$ cat src/design/tkst_pkg.sv
// Shared widths, command codes and record types for the tick-keyed slot table.
package tkst_pkg;

   localparam int MAX_SLOTS = 64;
   localparam int IDX_W     = (MAX_SLOTS > 1) ? $clog2(MAX_SLOTS) : 1;
   localparam int CNT_W     = 7;
   localparam int CMD_W     = 2;
   localparam int TICK_W    = 32;
   localparam int HANDLE_W  = 32;
   localparam int SIZE_W    = 24;

   localparam logic [CMD_W-1:0] CMD_STORE  = 2'd0;
   localparam logic [CMD_W-1:0] CMD_LOOKUP = 2'd1;
   localparam logic [CMD_W-1:0] CMD_CLEAR  = 2'd2;

   typedef struct packed {
      logic                valid;
      logic [TICK_W-1:0]   tick;
      logic [HANDLE_W-1:0] handle;
      logic [SIZE_W-1:0]   size;
   } slot_type;

   typedef struct packed {
      logic             start;
      logic             en;
      logic             active;
      logic [IDX_W-1:0] idx;
   } scan_ctl_type;

   typedef struct packed {
      logic [CNT_W-1:0]    n;
      logic                match;
      logic [IDX_W-1:0]    match_idx;
      logic [HANDLE_W-1:0] match_handle;
      logic [SIZE_W-1:0]   match_size;
      logic                free_hi;
      logic [IDX_W-1:0]    free_hi_idx;
      logic                free_any;
      logic [IDX_W-1:0]    free_any_idx;
      logic [IDX_W-1:0]    vic_idx;
      logic [HANDLE_W-1:0] vic_handle;
      logic [TICK_W-1:0]   min1;
      logic [TICK_W-1:0]   min2;
      logic [TICK_W-1:0]   max;
   } scan_res_type;

endpackage

$ cat src/design/tkst_cell.sv
// One slot of the table: a stage of the rotating ring with a direct write port.
module tkst_cell
   import tkst_pkg::*;
(
   input  logic     clock,
   input  logic     reset,
   input  logic     shift_en,
   input  slot_type shift_in,
   input  logic     wr_en,
   input  slot_type wr_data,
   input  logic     clear_all,
   output slot_type slot_out
);

   logic                valid_ff;
   logic [TICK_W-1:0]   tick_ff;
   logic [HANDLE_W-1:0] handle_ff;
   logic [SIZE_W-1:0]   size_ff;

   always_ff @(posedge clock) begin
      if (reset) begin
         valid_ff <= 1'b0;
      end else if (clear_all) begin
         valid_ff <= 1'b0;
      end else if (shift_en) begin
         valid_ff <= shift_in.valid;
      end else if (wr_en) begin
         valid_ff <= 1'b1;
      end
   end

   // payload needs no reset
   always_ff @(posedge clock) begin
      if (shift_en) begin
         tick_ff   <= shift_in.tick;
         handle_ff <= shift_in.handle;
         size_ff   <= shift_in.size;
      end else if (wr_en) begin
         tick_ff   <= wr_data.tick;
         handle_ff <= wr_data.handle;
         size_ff   <= wr_data.size;
      end
   end

   assign slot_out = '{valid: valid_ff, tick: tick_ff, handle: handle_ff, size: size_ff};

endmodule

$ cat config.mk
export PLATFORM = sky130hd
export DESIGN_NAME = tkst_cell
export DESIGN_NICKNAME = d
export VERILOG_FILES = /design/src/design/tkst_pkg.sv /design/src/design/tkst_cell.sv
export SDC_FILE = /design/constraint.sdc
export NUM_CORES = 1
export LEC_CHECK = 0
export BUFFER_PORTS_ARGS = -buffer_cell sky130_fd_sc_hd__buf_2
export CORE_AREA = 3 3 114 105
export DETAILED_ROUTE_END_ITERATION = 16
export DIE_AREA = 0 0 117 108
export GPL_TIMING_DRIVEN = 1
export PLACE_DENSITY = 0.83
export SYNTH_ARGS = -nofsm -noshare
export SYNTH_HDL_FRONTEND = slang
export SYNTH_SLANG_ARGS = --single-unit
$ cat constraint.sdc
create_clock -name clock -period 2.7 [get_ports clock]
set_input_delay 0.135 -clock clock [delete_from_list [all_inputs] [get_ports clock]]
set_output_delay 0.135 -clock clock [all_outputs]
set_load 0.1 [all_outputs]
==> results.cfg, run 1 <==
[routing]
ant_nets = 0
avgRoutedWirePerCell_um = 16.1
routed_wl_um = 9760
drc_errors = 0
drt_iter0_markers = 138
via_per_inst = 4.52
drtPass1Iterations = 4
vias = 2737

[timing]
max_slew_margin_pct = 65.5
fin_skew_ns = 0
fmax_mhz = 723
fin_crit_sh_pct = 51.2
rsz0062_at_grt = false
fin_crit_ns = 1.38
finalHoldViolCount = 0
setup_ws_ns = 1.32
fin_tns_setup_ns = 0
final_max_slew_viol_count = 0
setup_violations = 0
tightest_slew_ns = 0.518

[die]
die_h_um = 108
core_um2 = 10800
die_width_um = 117
row_count = 36
start_util_pct = 39.2
die-area_um2 = 12600
pin_count = 272

[yosys]
yosysSeqAreaShare_pct = 62.8
syn_nets = 375
synth_cell_types = 9
synth_area_um2 = 4240
ys_seq_elements = 89
ys_warn_count = 0
syn-mean-instance-area_um2 = 22.1
synth_cells = 192

[worst_setup_path]
crit_arrival_ns = 1.65
path_class = reg2reg
worstSetupEndpointType = flop
start_kind = flop
crit_required_ns = 2.97
crit_fanout = 2

[clock_network]
cts-hold-fix-buffers = 2
numClockSinks = 89
cts-root-buf = clkbuf_16
clk_latency_ns = 0.32
postCtsSetupBuffers = 0
clk_pin_slew_ns = 0.06
cts-resized-gates = 0
cts_max_path_buffers = 2
cts_max_level = 3
numCtsBuffers = 9
cts_tree = built

[place]
dp_slack_ns = 1.09
place_congestion = 0.738
dp.cells = 588
dp_hpwl_um = 7690
place.port_buffers = 270
place_area_um2 = 5610

[global_route]
grtUsageTotal_pct = 14.2
grt_pass1_vias = 2760
grt_pass1_wl_um = 13400
grt-ovfl-total = 0
grt_antenna_before_repair = 0
grt_max_degree = 89

[power]
vdd_drop_max_uv = 406
power_leakage_nw = 2.89
powerDensity_nw_per_um2 = 782

[finish]
stdcell_area_um2 = 5930
drive_above_1_share_pct = 79.7
diodes = 0
nets = 651
stdcell_count = 605
nFillCells = 862
syn_to_final_growth_pct = 39.9

[worst_hold_path]
min_path_type = in2reg

[job]
max_cap_violations = 0

[run_status]
outcome = complete, no violations
## cell usage after synthesis
cell type | number | area [um^2]
nor3_2 | 1 | 10.0
a2111oi_4 | 1 | 27.5
mux2_4 | 88 | 1320
buf_4 | 1 | 7.51
inv_1 | 1 | 3.75
or2_1 | 1 | 6.26
edfxtp_1 | 88 | 2640
buf_12 | 10 | 200
dfxtp_1 | 1 | 20.0
## flip-flops by register name (all words and copies together), names as in the netlist
| signal | cells |
|---|---|
| handle_ff | 32 |
| size_ff | 24 |
| tick_ff | 32 |
| valid_ff | 1 |
## layout by cell type, fill, tap and decap left out, drive strengths merged
cell         netlist  layout
a2111oi            1       1
buf               11     274
bufinv             0       2
clkbuf             0      10
clkinv             0       3
dfxtp              1       1
dlygate4sd3        0       2
edfxtp            88      88
inv                1       1
mux2              88      88
nor3               1       1
or2                1       1
## metrics by stage
step / util, % / hold slack [ns] / total power [mW]
after floorplan: - / 0.199 / 3.12
after global placement: 51.9 / 0.320 / 3.39
after detailed placement: 51.9 / 0.329 / 3.41
after CTS: 54.8 / 0.0881 / 4.69
after global routing: 54.8 / 0.0860 / 4.79
final: 54.8 / 0.103 / 4.64
## layout make-up
type                    count  area [um^2]  area share [%]
flip-flops and latches     89         2660            44.9
repair buffers            276         1430            24.1
multi-input cells          91         1370            23.1
clock buffers              10          229            3.86
well taps                 133          166            2.81
clock inverters             5         71.3            1.20
inverters                   1         3.75          0.0633
## layer usage
metal	part of all wire (%)	GRT usage [%]	up-vias	wire length [um]
li1	-	-	1303	-
met1	36	14.5	1258	3560
met2	53	26.2	158	5160
met3	8.4	4.36	18	823
met4	2.3	6.72	0	220
met5	0	0	-	0
## final timing paths
kind / from / endpoint / slack, ns / cells after the start
worst max register to register: valid_ff / valid_ff / 1.32 / 3
worst min register to register: valid_ff / valid_ff / 1.25 / 3
worst min-delay path: shift_in[49] / handle_ff[25] / 0.10 / 2
worst max-delay path: valid_ff / valid_ff / 1.32 / 3
## cell families (layout without fill, tap and decap cells)
family	Yosys count	in the layout	synth area share, %
buf+inv	12	292	4.99
mux	88	88	31.2
flops	89	89	62.8
simple gates	2	2	0.384
compound gates	1	1	0.649
## worst max-delay path, stage by stage (launching register included)
cell and delay, ns:
dfxtp_1 0.36, nor3_2 0.07, a2111oi_4 0.32, dlygate4sd3_1 0.58
## power breakdown
group / switching (mW) / internal [mW] / leakage (nW)
clock network: 0.467 / 0.796 / 0.145
logic: 1.29 / 0.353 / 1.84
registers: 0.0348 / 1.69 / 0.905
Note: power is estimated with default switching activity, not from simulation.
==> run 2: changes to the inputs <==
Clock period 2.7 ns to 1.2 ns, I/O delays scaled along.
==> run 2 against run 1 <==
Non-clock buffer count is 8 higher. Clock power grew 130%. Utilization rose by 2.2 points. Total power is 130% higher. Setup slack worse by 1.3 ns. Worst hold slack worse by 0.085 ns. Die area is the same. Design area up 4.0%. Sequential share of layout area is 1.7 points lower. Register-to-register slack got worse by 0.91 ns.
==> results.cfg, run 2 (synthesis gave the netlist of run 1 again) <==
[die]
die-area_um2 = 12600
die_h_um = 108
start_util_pct = 39.2
row_count = 36
pin_count = 272
core_um2 = 10800
die_width_um = 117

[routing]
routed_wl_um = 10200
ant_nets = 0
drt_iter0_markers = 93
via_per_inst = 4.56
vias = 2798
drtPass1Iterations = 4
drc_errors = 0
avgRoutedWirePerCell_um = 16.6

[worst_setup_path]
path_class = reg2out
start_kind = flop
critPathSlowestCell = buf_2
cp_top_family = buffers and inverters
path_depth = 1
cp.buffers_inverters = 1
crit_arrival_ns = 1.10
crit_fanout = 1
critPathMaxStageDelay_ns = 0.43
crit_required_ns = 1.14
worstSetupEndpointType = primary output
cp_cell_sequence = buf_2
r2r_cells = 2

[place]
dp_slack_ns = 0.0798
place_congestion = 0.736
place.port_buffers = 270
dp_hpwl_um = 8040

[worst_hold_path]
hold_depth = 2
min_path_type = in2reg

[finish]
top_regs = handle_ff x32, tick_ff x32, size_ff x24
syn_to_final_growth_pct = 45.5
layout_commonest_cell = buf_2
diodes = 0
utilization_pct = 57.0
layout_common_cells = buf_2 (241), mux2_4 (88), edfxtp_1 (88)
drive_above_1_share_pct = 79.6
nets = 659

[timing]
fin_crit_sh_pct = 97.1
fin_skew_ns = 0
finalHoldViolCount = 0
setup_violations = 0
final_max_slew_viol_count = 0
max_slew_margin_pct = 66.4
tightest_slew_ns = 0.507
fin_crit_ns = 1.16
setup_ws_ns = 0.0351
fmax_mhz = 858

[global_route]
grt_max_degree = 45
grt_pass1_wl_um = 14200
grt-ovfl-total = 0
grt_pass1_vias = 2891
grt_antenna_before_repair = 0
grtUsageTotal_pct = 15.2

[job]
max_cap_violations = 0

[clock_network]
clk_latency_ns = 0.33
numClockSinks = 89
cts_max_path_buffers = 2
clk_pin_slew_ns = 0.06
cts-root-buf = clkbuf_16
cts_max_level = 3
numCtsBuffers = 9
cts_tree = built

[power]
power_leakage_nw = 2.98
vdd_drop_max_uv = 1390
fin_total_pwr_mw = 10.7
powerDensity_nw_per_um2 = 1730

[run_status]
outcome = complete, no violations
==> run 2: layer usage <==
layer  part of all wire (%)  wire, um  GRT usage (%)
met3                     10      1060           7.67
met5                      0         0              0
met4                    1.4       146           4.34
met1                     34      3430           14.6
met2                     55      5570           28.4
==> run 2: what timing repair did <==
item	CTS	global route
gates resized for setup	2	20
buffers inserted	0	0
endpoints found under the setup margin	2	20
hold buffers	4	1
hold endpoints to repair	2	1
==> run 2: worst reg2reg max path, cell delays in order (launching register included) <==
cell and delay, ns:
dfxtp_1 0.34, nor3_2 0.06, a2111oi_4 0.29
==> run 2: power breakdown <==
part | switching [mW] | leakage (nW) | internal (mW)
Clock | 1.12 | 0.144 | 1.81
Combinational | 2.91 | 1.93 | 0.917
Sequential | 0.102 | 0.905 | 3.81
==> run 2: metrics by stage <==
stage | area (um^2) | std cells | TNS [ns] | hold WS, ns
floorplan | 4250 | 192 | -21.69 | 0.124
global placement | 5750 | 593 | 0 | 0.254
global route | 6170 | 614 | -0.00335 | 0.000401
detailed placement | 5750 | 593 | 0 | 0.257
finish | 6170 | 614 | 0 | 0.0177
CTS | 6110 | 613 | 0 | 0.00118
==> run 2: final cells by class <==
cell class / instances / area (um^2)
clock buffer: 10 / 229
clock inverter: 6 / 82.6
fill: 843 / 4640
inverter: 1 / 3.75
multi-input combinational: 91 / 1370
sequential: 89 / 2660
tap: 133 / 166
timing repair buffer: 284 / 1650
==> run 2: worst paths after layout <==
check	start	end	slack (ns)
hold / removal	wr_data[5]	size_ff[5]	0.02
hold reg to reg	valid_ff	valid_ff	0.67
setup / recovery	tick_ff[25]	slot_out[81]	0.04
setup reg to reg	valid_ff	valid_ff	0.41
