[src/design/tkst_pkg.sv]
// Shared widths, command codes and record types for the tick-keyed slot table.
package tkst_pkg;

   localparam int MAX_SLOTS = 64;
   localparam int IDX_W     = (MAX_SLOTS > 1) ? $clog2(MAX_SLOTS) : 1;
   localparam int CNT_W     = 7;
   localparam int CMD_W     = 2;
   localparam int TICK_W    = 32;
   localparam int HANDLE_W  = 32;
   localparam int SIZE_W    = 24;

   localparam logic [CMD_W-1:0] CMD_STORE  = 2'd0;
   localparam logic [CMD_W-1:0] CMD_LOOKUP = 2'd1;
   localparam logic [CMD_W-1:0] CMD_CLEAR  = 2'd2;

   typedef struct packed {
      logic                valid;
      logic [TICK_W-1:0]   tick;
      logic [HANDLE_W-1:0] handle;
      logic [SIZE_W-1:0]   size;
   } slot_type;

   typedef struct packed {
      logic             start;
      logic             en;
      logic             active;
      logic [IDX_W-1:0] idx;
   } scan_ctl_type;

   typedef struct packed {
      logic [CNT_W-1:0]    n;
      logic                match;
      logic [IDX_W-1:0]    match_idx;
      logic [HANDLE_W-1:0] match_handle;
      logic [SIZE_W-1:0]   match_size;
      logic                free_hi;
      logic [IDX_W-1:0]    free_hi_idx;
      logic                free_any;
      logic [IDX_W-1:0]    free_any_idx;
      logic [IDX_W-1:0]    vic_idx;
      logic [HANDLE_W-1:0] vic_handle;
      logic [TICK_W-1:0]   min1;
      logic [TICK_W-1:0]   min2;
      logic [TICK_W-1:0]   max;
   } scan_res_type;

endpackage

[src/design/tkst_scan.sv]
// Scan accumulator at the head of the ring: match, free slots, victim, min/max.
module tkst_scan
   import tkst_pkg::*;
(
   input  logic              clock,
   input  logic              reset,
   input  scan_ctl_type      ctl,
   input  slot_type          cur,
   input  logic [TICK_W-1:0] key,
   input  logic [IDX_W-1:0]  head,
   output scan_res_type      res
);

   scan_res_type acc_ff, acc_in;
   logic         take;
   logic         free;
   logic         empty;
   logic         lo;

   always_comb begin
      acc_in = acc_ff;
      take   = ctl.en && ctl.active && cur.valid;
      free   = ctl.en && ctl.active && !cur.valid;
      empty  = (acc_ff.n == '0);
      lo     = empty || (cur.tick <= acc_ff.min1);
      if (ctl.start) begin
         acc_in.n        = '0;
         acc_in.match    = 1'b0;
         acc_in.free_hi  = 1'b0;
         acc_in.free_any = 1'b0;
      end else begin
         if (take) begin
            acc_in.n = acc_ff.n + 1'b1;
            if (!acc_ff.match && cur.tick == key) begin
               acc_in.match        = 1'b1;
               acc_in.match_idx    = ctl.idx;
               acc_in.match_handle = cur.handle;
               acc_in.match_size   = cur.size;
            end
            // <= keeps the highest index on equal ticks
            if (lo) begin
               acc_in.min1       = cur.tick;
               acc_in.vic_idx    = ctl.idx;
               acc_in.vic_handle = cur.handle;
               if (!empty) begin
                  acc_in.min2 = acc_ff.min1;
               end
            end else if (acc_ff.n == CNT_W'(1) || cur.tick < acc_ff.min2) begin
               acc_in.min2 = cur.tick;
            end
            if (empty || cur.tick > acc_ff.max) begin
               acc_in.max = cur.tick;
            end
         end
         if (free) begin
            if (!acc_ff.free_any) begin
               acc_in.free_any     = 1'b1;
               acc_in.free_any_idx = ctl.idx;
            end
            if (!acc_ff.free_hi && ctl.idx >= head) begin
               acc_in.free_hi     = 1'b1;
               acc_in.free_hi_idx = ctl.idx;
            end
         end
      end
   end

   // data fields hold through reset; only the flags and count are cleared
   always_ff @(posedge clock) begin
      if (reset) begin
         acc_ff.n        <= '0;
         acc_ff.match    <= 1'b0;
         acc_ff.free_hi  <= 1'b0;
         acc_ff.free_any <= 1'b0;
      end else begin
         acc_ff <= acc_in;
      end
   end

   assign res = acc_ff;

endmodule

[config.mk]
export PLATFORM = sky130hd
export DESIGN_NAME = tkst_scan
export DESIGN_NICKNAME = d
export VERILOG_FILES = /design/src/design/tkst_pkg.sv /design/src/design/tkst_scan.sv
export SDC_FILE = /design/constraint.sdc
export NUM_CORES = 1
export LEC_CHECK = 0
export BUFFER_PORTS_ARGS = -buffer_cell sky130_fd_sc_hd__buf_2
export CORE_ASPECT_RATIO = 0.75
export CORE_MARGIN = 2
export CORE_UTILIZATION = 56
export CTS_BUF_LIST = sky130_fd_sc_hd__clkbuf_4
export DETAILED_ROUTE_END_ITERATION = 7
export PLACE_DENSITY = 0.89
export SYNTH_ARGS = -nofsm -noshare
export SYNTH_HDL_FRONTEND = slang
export SYNTH_SLANG_ARGS = --single-unit
[constraint.sdc]
create_clock -name clock -period 18.9 [get_ports clock]
set_input_delay 0.945 -clock clock [delete_from_list [all_inputs] [get_ports clock]]
set_output_delay 0.945 -clock clock [all_outputs]
set_load 0.005 [all_outputs]
==> key figures, run 1 <==
Status
  – Run status: complete, no violations

Pwr
  – Seq pwr share: 0.538
  – Leakage Power: 5.880 nW
  – P_sw: 0.2293 mW
  – Power Dens Cells: 77.17 mW/mm^2
  – Sw Ratio: 0.2319
  – P_int: 0.7595 mW
  – Comb pwr share: 0.070
  – Peak VDD IR: 109.0 uV
  – Clk pwr share: 0.391

Critical path
  – CP Max Fanout: 70
  – Nature of the critical path endpoint: flop
  – Required @ worst endpoint: 19150 ps
  – Worst EP arrival: 3680 ps
  – Crit Path Class: in2reg
  – CP Launch Type: input pin

Routing
  – Via density: 5.391
  – Top layer used by detailed routing: met4
  – DR WL/cell: 20.61 um
  – Metal2 WL: 14.27 mm
  – Remaining antenna violation count: 0
  – Via count: 7504
  – Initial DRC Count: 605
  – Detailed-route wire length: 28.68 mm
  – DRT Pass-1 Iters: 5
  – Met1 Wirelength: 11.04 mm
  – Met3 routed WL: 2.670 mm
  – Drc violations: 0

Placed design
  – Placed Cells: 1296
  – Final GP Congestion: 0.8820
  – Area after DPL: 0.01213 mm^2
  – Port Buf Inserts: 355
  – Pre-CTS setup slack: 14890 ps
  – DP Wirelength: 21.65 mm

STA
  – Slew Limit Headroom: 0.2959
  – Max Freq: 291.6 MHz
  – Final worst setup slack: 15470 ps
  – Final Critical Period: 3430 ps
  – Least-Margin Pin Slew: 1056 ps
  – Final setup violation count: 0
  – Crit share post-route: 0.1815
  – Skew final: 28.19 ps
  – Setup_tns: 0 ps
  – Fin. max-slew vios: 0
  – Final Hold Violating Endpoints: 0
  – RSZ-0062 raised after global routing: false

Clock tree
  – Clk slew on worst S/H paths: 60 ps
  – Clk buf depth: 3
  – TritonCTS clock tree: yes
  – Post-CTS setup buffers: 0
  – Root buf cell: clkbuf_4
  – CTS HTree Levels: 2
  – Worst-Skew Late Latency: 640 ps
  – Clk sinks: 218
  – CTS Buf Count: 51
  – Hold_buf cts: 0
  – # resized after CTS: 0

GRT
  – Initial antenna violation count: 1
  – Congestion Overflow GR: 0
  – GR Util All Layers: 0.2978
  – Largest net degree at the start of global routing: 71
  – Vias in the first global route: 7663
  – Global-route wire length before repair: 41.94 mm

Layout
  – Max reg flops: 218
  – Fillers: 1209
  – Commonest non-fill, non-tap cell in the layout: buf_2
  – Ratio of cells with drive above 1 in the final layout: 0.4073
  – Design area: 0.01281 mm^2
  – Final net count: 1349
  – Layout area overhead: 27.53%
  – Non-filler cells, final: 1392
  – Most frequent cells in the layout: buf_2, edfxtp_1, inv_1

Yosys
  – Synth Instances: 700
  – Unique cell type count in the Yosys netlist: 45
  – Synth Register Bits: 218
  – Area leader, netlist: edfxtp_1
  – Synth top area cells: edfxtp_1, ha_1, inv_1, xor2_1, mux2_2
  – Top cell type's share of synthesized area: 0.6217
  – Asr flop ratio synth: 0
  – Syn Std Cell Area: 0.01005 mm^2
  – Mapped Avg Cell Area: 14.35 um^2
  – Post-synth EDFFs: 208
  – Post-synthesis sequential area ratio: 0.6416
  – Mapped Nets: 942
  – Top_reg_cell synth: edfxtp_1
  – YS warnings: 0

Job
  – Total of max-cap violations: 0

Floorplan
  – Initial Util: 0.5707
  – IO Pins: 356
  – Rows: 42
  – Die height: 120 um
  – Core box area: 0.01760 mm^2
  – Die area: 0.01904 mm^2
  – Die width: 158.7 um

Min path
  – Min-delay worst type: reg2reg
routing by layer:
layer	GRT usage	up-vias
li1	-	3442
met1	0.3717	3577
met2	0.5078	424
met3	0.07620	61
met4	0.09797	0
met5	0	-
metrics by stage:
| stage | util | hold WS [ps] | power, mW |
|---|---|---|---|
| 6_report | 0.7279 | 477.5 | 0.9888 |
| 2_1_floorplan | - | 452.0 | 0.5718 |
| 3_3_place_gp | 0.6893 | 443.6 | 0.6072 |
| 4_1_cts | 0.7277 | 421.6 | 0.9949 |
| 5_1_grt | 0.7279 | 423.4 | 1.029 |
| 3_5_place_dp | 0.6893 | 468.8 | 0.6112 |
kinds of logic after synthesis:
group | Yosys count | synth area share
flops | 218 | 0.6416
buf+inv | 110 | 0.04334
compound gates | 91 | 0.06015
mux | 32 | 0.03574
xor+xnor | 37 | 0.03225
fa+ha+maj | 104 | 0.1295
simple gates | 108 | 0.05741
synth_stat cells, types with 11 or more instances:
cell type and count:
a21o_1 23, a21oi_1 34, edfxtp_1 208, ha_1 104
inv_1 105, mux2_1 11, mux2_2 20, nand2_1 20
nand4_1 22, nor2_1 19, o21ai_0 12, xor2_1 31
critical path, cell delays in order:
cell and delay (ps):
buf_2 170, ha_1 320, nand4_1 200, nor4_1 630
nand2_1 210, a32oi_4 280, and2_4 870
path summary, 6_finish.rpt:
kind	from	to	slack [ps]	depth (start not counted)
worst max register to register	res[77]	res[98]	15520	7
worst max-delay path	cur[71]	res[98]	15470	7
worst min-delay path	res[140]	res[140]	480	2
worst min register to register	res[140]	res[140]	480	2
power groups by stage:
| stage | Combinational (mW) | Sequential (mW) | Clock [mW] |
|---|---|---|---|
| after floorplan | 0.0284 | 0.543 | 0 |
| after global placement | 0.0642 | 0.543 | 0 |
| after detailed placement | 0.0681 | 0.543 | 0 |
| after CTS | 0.0690 | 0.532 | 0.394 |
| after global routing | 0.0761 | 0.532 | 0.420 |
| final | 0.0696 | 0.532 | 0.387 |
cell type report:
cell class	instances	area, um^2	area share
Multi-Input combinational cell	372	3184	0.2485
Tap cell	242	302.8	0.02363
Inverter	105	394.1	0.03076
Clock buffer	76	570.5	0.04453
Antenna cell	1	2.502	0.0001953
Timing Repair Buffer	359	1807	0.1410
Sequential cell	218	6446	0.5031
Clock inverter	19	106.4	0.008300
No activity file was read; power rests on OpenSTA's default activity.
==> run 2, diff against run 1 <==
--- a/config.mk
+++ b/config.mk
@@ -5,13 +5,14 @@
 export SDC_FILE = /design/constraint.sdc
 export NUM_CORES = 1
 export LEC_CHECK = 0
+export ABC_AREA = 1
 export BUFFER_PORTS_ARGS = -buffer_cell sky130_fd_sc_hd__buf_2
 export CORE_ASPECT_RATIO = 0.75
 export CORE_MARGIN = 2
-export CORE_UTILIZATION = 56
+export CORE_UTILIZATION = 52
 export CTS_BUF_LIST = sky130_fd_sc_hd__clkbuf_4
 export DETAILED_ROUTE_END_ITERATION = 7
-export PLACE_DENSITY = 0.89
+export PLACE_DENSITY = 0.83
 export SYNTH_ARGS = -nofsm -noshare
 export SYNTH_HDL_FRONTEND = slang
 export SYNTH_SLANG_ARGS = --single-unit
==> constraint.sdc (replaced) <==
create_clock -name clock -period 3.2 [get_ports clock]
set_input_delay 0.16 -clock clock [delete_from_list [all_inputs] [get_ports clock]]
set_output_delay 0.16 -clock clock [all_outputs]
set_load 0.005 [all_outputs]
==> run 2 against run 1 <==
  * Clock power grew to 6.5 times the previous value
  * Sequential power grew to 5.9 times the previous value
  * Cell area grew 11%
  * Critical path depth grew 5
  * Wire length grew 13%
  * Clock skew grew 13 ps
  * Critical endpoint is now res[47]
  * Final cell count grew 21%
  * Highest routed layer is now met5
  * First-iteration DRC count grew 47%
  * Synthesized cell count grew 25%
  * Combinational power grew to 8.1 times the previous value
  * Global-route usage grew 0.44 points
  * Synthesized area grew 2.8%
==> key figures, run 2 <==
Critical path
  – R2r setup slk: 580 ps
  – Reg2Reg Depth: 12
  – Worst EP arrival: 2930 ps
  – Worst R2R End: res[47]
  – Crit Path Class: reg2reg
  – Nature of the critical path endpoint: flop
  – CP Max Fanout: 14
  – Required @ worst endpoint: 3520 ps
  – Reg-to-reg startpoint: res[37]
  – CP Launch Type: flop

Yosys
  – Syn Std Cell Area: 0.01033 mm^2
  – Unique cell type count in the Yosys netlist: 36
  – Synth Register Bits: 218
  – Top cell type's share of synthesized area: 0.6049
  – Synth Instances: 874
  – Post-synth top cells: edfxtp_1, inv_1, nand2_1, ha_1, a21oi_1
  – Mapped Avg Cell Area: 11.81 um^2
  – Post-synth EDFFs: 208
  – YS warnings: 0
  – Area leader, netlist: edfxtp_1
  – Post-synthesis sequential area ratio: 0.6243
  – Most frequent cell after synthesis: edfxtp_1
  – Asr flop ratio synth: 0
  – Mapped Nets: 1116
  – Top_reg_cell synth: edfxtp_1
  – Synth top area cells: edfxtp_1, ha_1, inv_1, nand2_1, a21oi_1

STA
  – Final worst setup slack: 584.0 ps
  – Final setup violation count: 0
  – Final Critical Period: 2616 ps
  – Fin. max-slew vios: 0
  – Setup_tns: 0 ps
  – RSZ-0062 raised after global routing: false
  – Final Hold Violating Endpoints: 0
  – Crit share post-route: 0.8175
  – Max Freq: 382.3 MHz
  – Slew Limit Headroom: 0.3321
  – Least-Margin Pin Slew: 994.1 ps
  – Skew final: 41.60 ps

Routing
  – DRT Pass-1 Iters: 8
  – Drc violations: 0
  – DR WL/cell: 19.27 um
  – Via count: 8852
  – Remaining antenna violation count: 0
  – Via density: 5.241
  – Detailed-route wire length: 32.54 mm
  – Initial DRC Count: 888

Clock tree
  – TritonCTS clock tree: yes
  – Hold_buf cts: 102
  – Root buf cell: clkbuf_4
  – Clk sinks: 218
  – CTS HTree Levels: 2
  – Clk slew on worst S/H paths: 70 ps
  – Clk buf depth: 3
  – Worst-Skew Late Latency: 680 ps
  – # resized after CTS: 0
  – Post-CTS setup buffers: 0
  – CTS Buf Count: 54

Floorplan
  – Rows: 44
  – Die width: 166.7 um
  – Initial Util: 0.5314
  – Die height: 126.0 um
  – IO Pins: 356
  – Core box area: 0.01943 mm^2
  – Die area: 0.02101 mm^2

Layout
  – Utilization after layout: 0.7332
  – Fillers: 1292
  – Most frequent cells in the layout: buf_2, edfxtp_1, inv_1
  – Layout area overhead: 37.99%
  – Non-filler cells, final: 1689
  – Commonest non-fill, non-tap cell in the layout: buf_2
  – Final net count: 1634
  – Ratio of cells with drive above 1 in the final layout: 0.3445
  – Max reg flops: 218

Min path
  – Hold-critical path depth: 3
  – Hold_sp: ctl[6]
  – Hold worst-path end: res[212]
  – Min-delay worst type: in2reg

Pwr
  – Clk pwr share: 0.403
  – Peak VDD IR: 400.5 uV
  – Power Dens Cells: 435.7 mW/mm^2
  – Total chip power: 6.209 mW
  – P_int: 4.718 mW
  – Comb pwr share: 0.091
  – Seq pwr share: 0.507
  – P_sw: 1.491 mW
  – Sw Ratio: 0.2401
  – Leakage Power: 6.726 nW

GRT
  – Congestion Overflow GR: 0
  – GR Util All Layers: 0.3022
  – Initial antenna violation count: 3
  – Global-route wire length before repair: 48.31 mm
  – Vias in the first global route: 8839
  – Largest net degree at the start of global routing: 63

Job
  – Total of max-cap violations: 0

Placed design
  – Port Buf Inserts: 355
  – Final GP Congestion: 0.9022
  – DP Wirelength: 22.63 mm
  – Placed Cells: 1487
  – Pre-CTS setup slack: 649.0 ps

Status
  – Run status: complete, no violations
-- run 2: critical path: stages, from the launching register on --
cell and delay (ps):
edfxtp_1 430, inv_1 100, ha_1 240, a21oi_1 140, nor2_1 70, nor3_1 170
nand2_1 120, nand2_1 80, nand2_1 70, a21oi_1 130, nor2_1 80, nor2_2 320
buf_4 340
-- run 2: cell type report --
type                            instances  area [um^2]  share of cell area
Sequential cell                       218         6446              0.4524
Multi-Input combinational cell        488         3231              0.2267
Timing Repair Buffer                  468         2905              0.2039
Inverter                              162        610.6             0.04285
Clock buffer                           81        608.1             0.04268
Tap cell                              253        316.6             0.02222
Clock inverter                         17        126.4            0.008869
Antenna cell                            2        5.005           0.0003512
-- run 2: power by group through the flow --
stage / Sequential, mW / Combinational (mW) / Clock, mW
CTS: 3.14 / 0.544 / 2.50
detailed placement: 3.21 / 0.445 / 0
global route: 3.15 / 0.616 / 2.68
finish: 3.15 / 0.562 / 2.50
global placement: 3.21 / 0.425 / 0
floorplan: 3.21 / 0.209 / 0
-- run 2: logic make-up (layout without fill, tap and decap cells) --
| group | count (synthesis) | after routing | synth area share |
|---|---|---|---|
| other cells | 0 | 2 | 0 |
| buf+inv | 168 | 728 | 0.06567 |
| simple gates | 247 | 247 | 0.09972 |
| flops | 218 | 218 | 0.6243 |
| compound gates | 128 | 128 | 0.07670 |
| fa+ha+maj | 104 | 104 | 0.1260 |
| xor+xnor | 9 | 9 | 0.007634 |
-- run 2: metrics by stage --
step	hold slack (ps)	cell area, um^2
floorplan	258.9	10340
global placement	336.3	12490
detailed placement	338.6	12490
CTS	4.258	14240
global route	23.91	14250
finish	65.62	14250
-- run 2: worst max path at each step --
stage	start	to	slack, ps
3_3_place_gp	res[31]	res[16]	710
3_5_place_dp	res[73]	res[34]	650
2_1_floorplan	res[95]	res[32]	50
6_report	res[37]	res[47]	580
5_1_grt	res[79]	res[46]	360
4_1_cts	res[73]	res[36]	590
-- run 2: layer usage --
metal	routed length, um	track usage	part of all wire
met3	3356	0.08454	0.10
met4	1122	0.1192	0.034
met5	13	0	0.00040
met2	15290	0.4895	0.47
met1	12760	0.3899	0.39
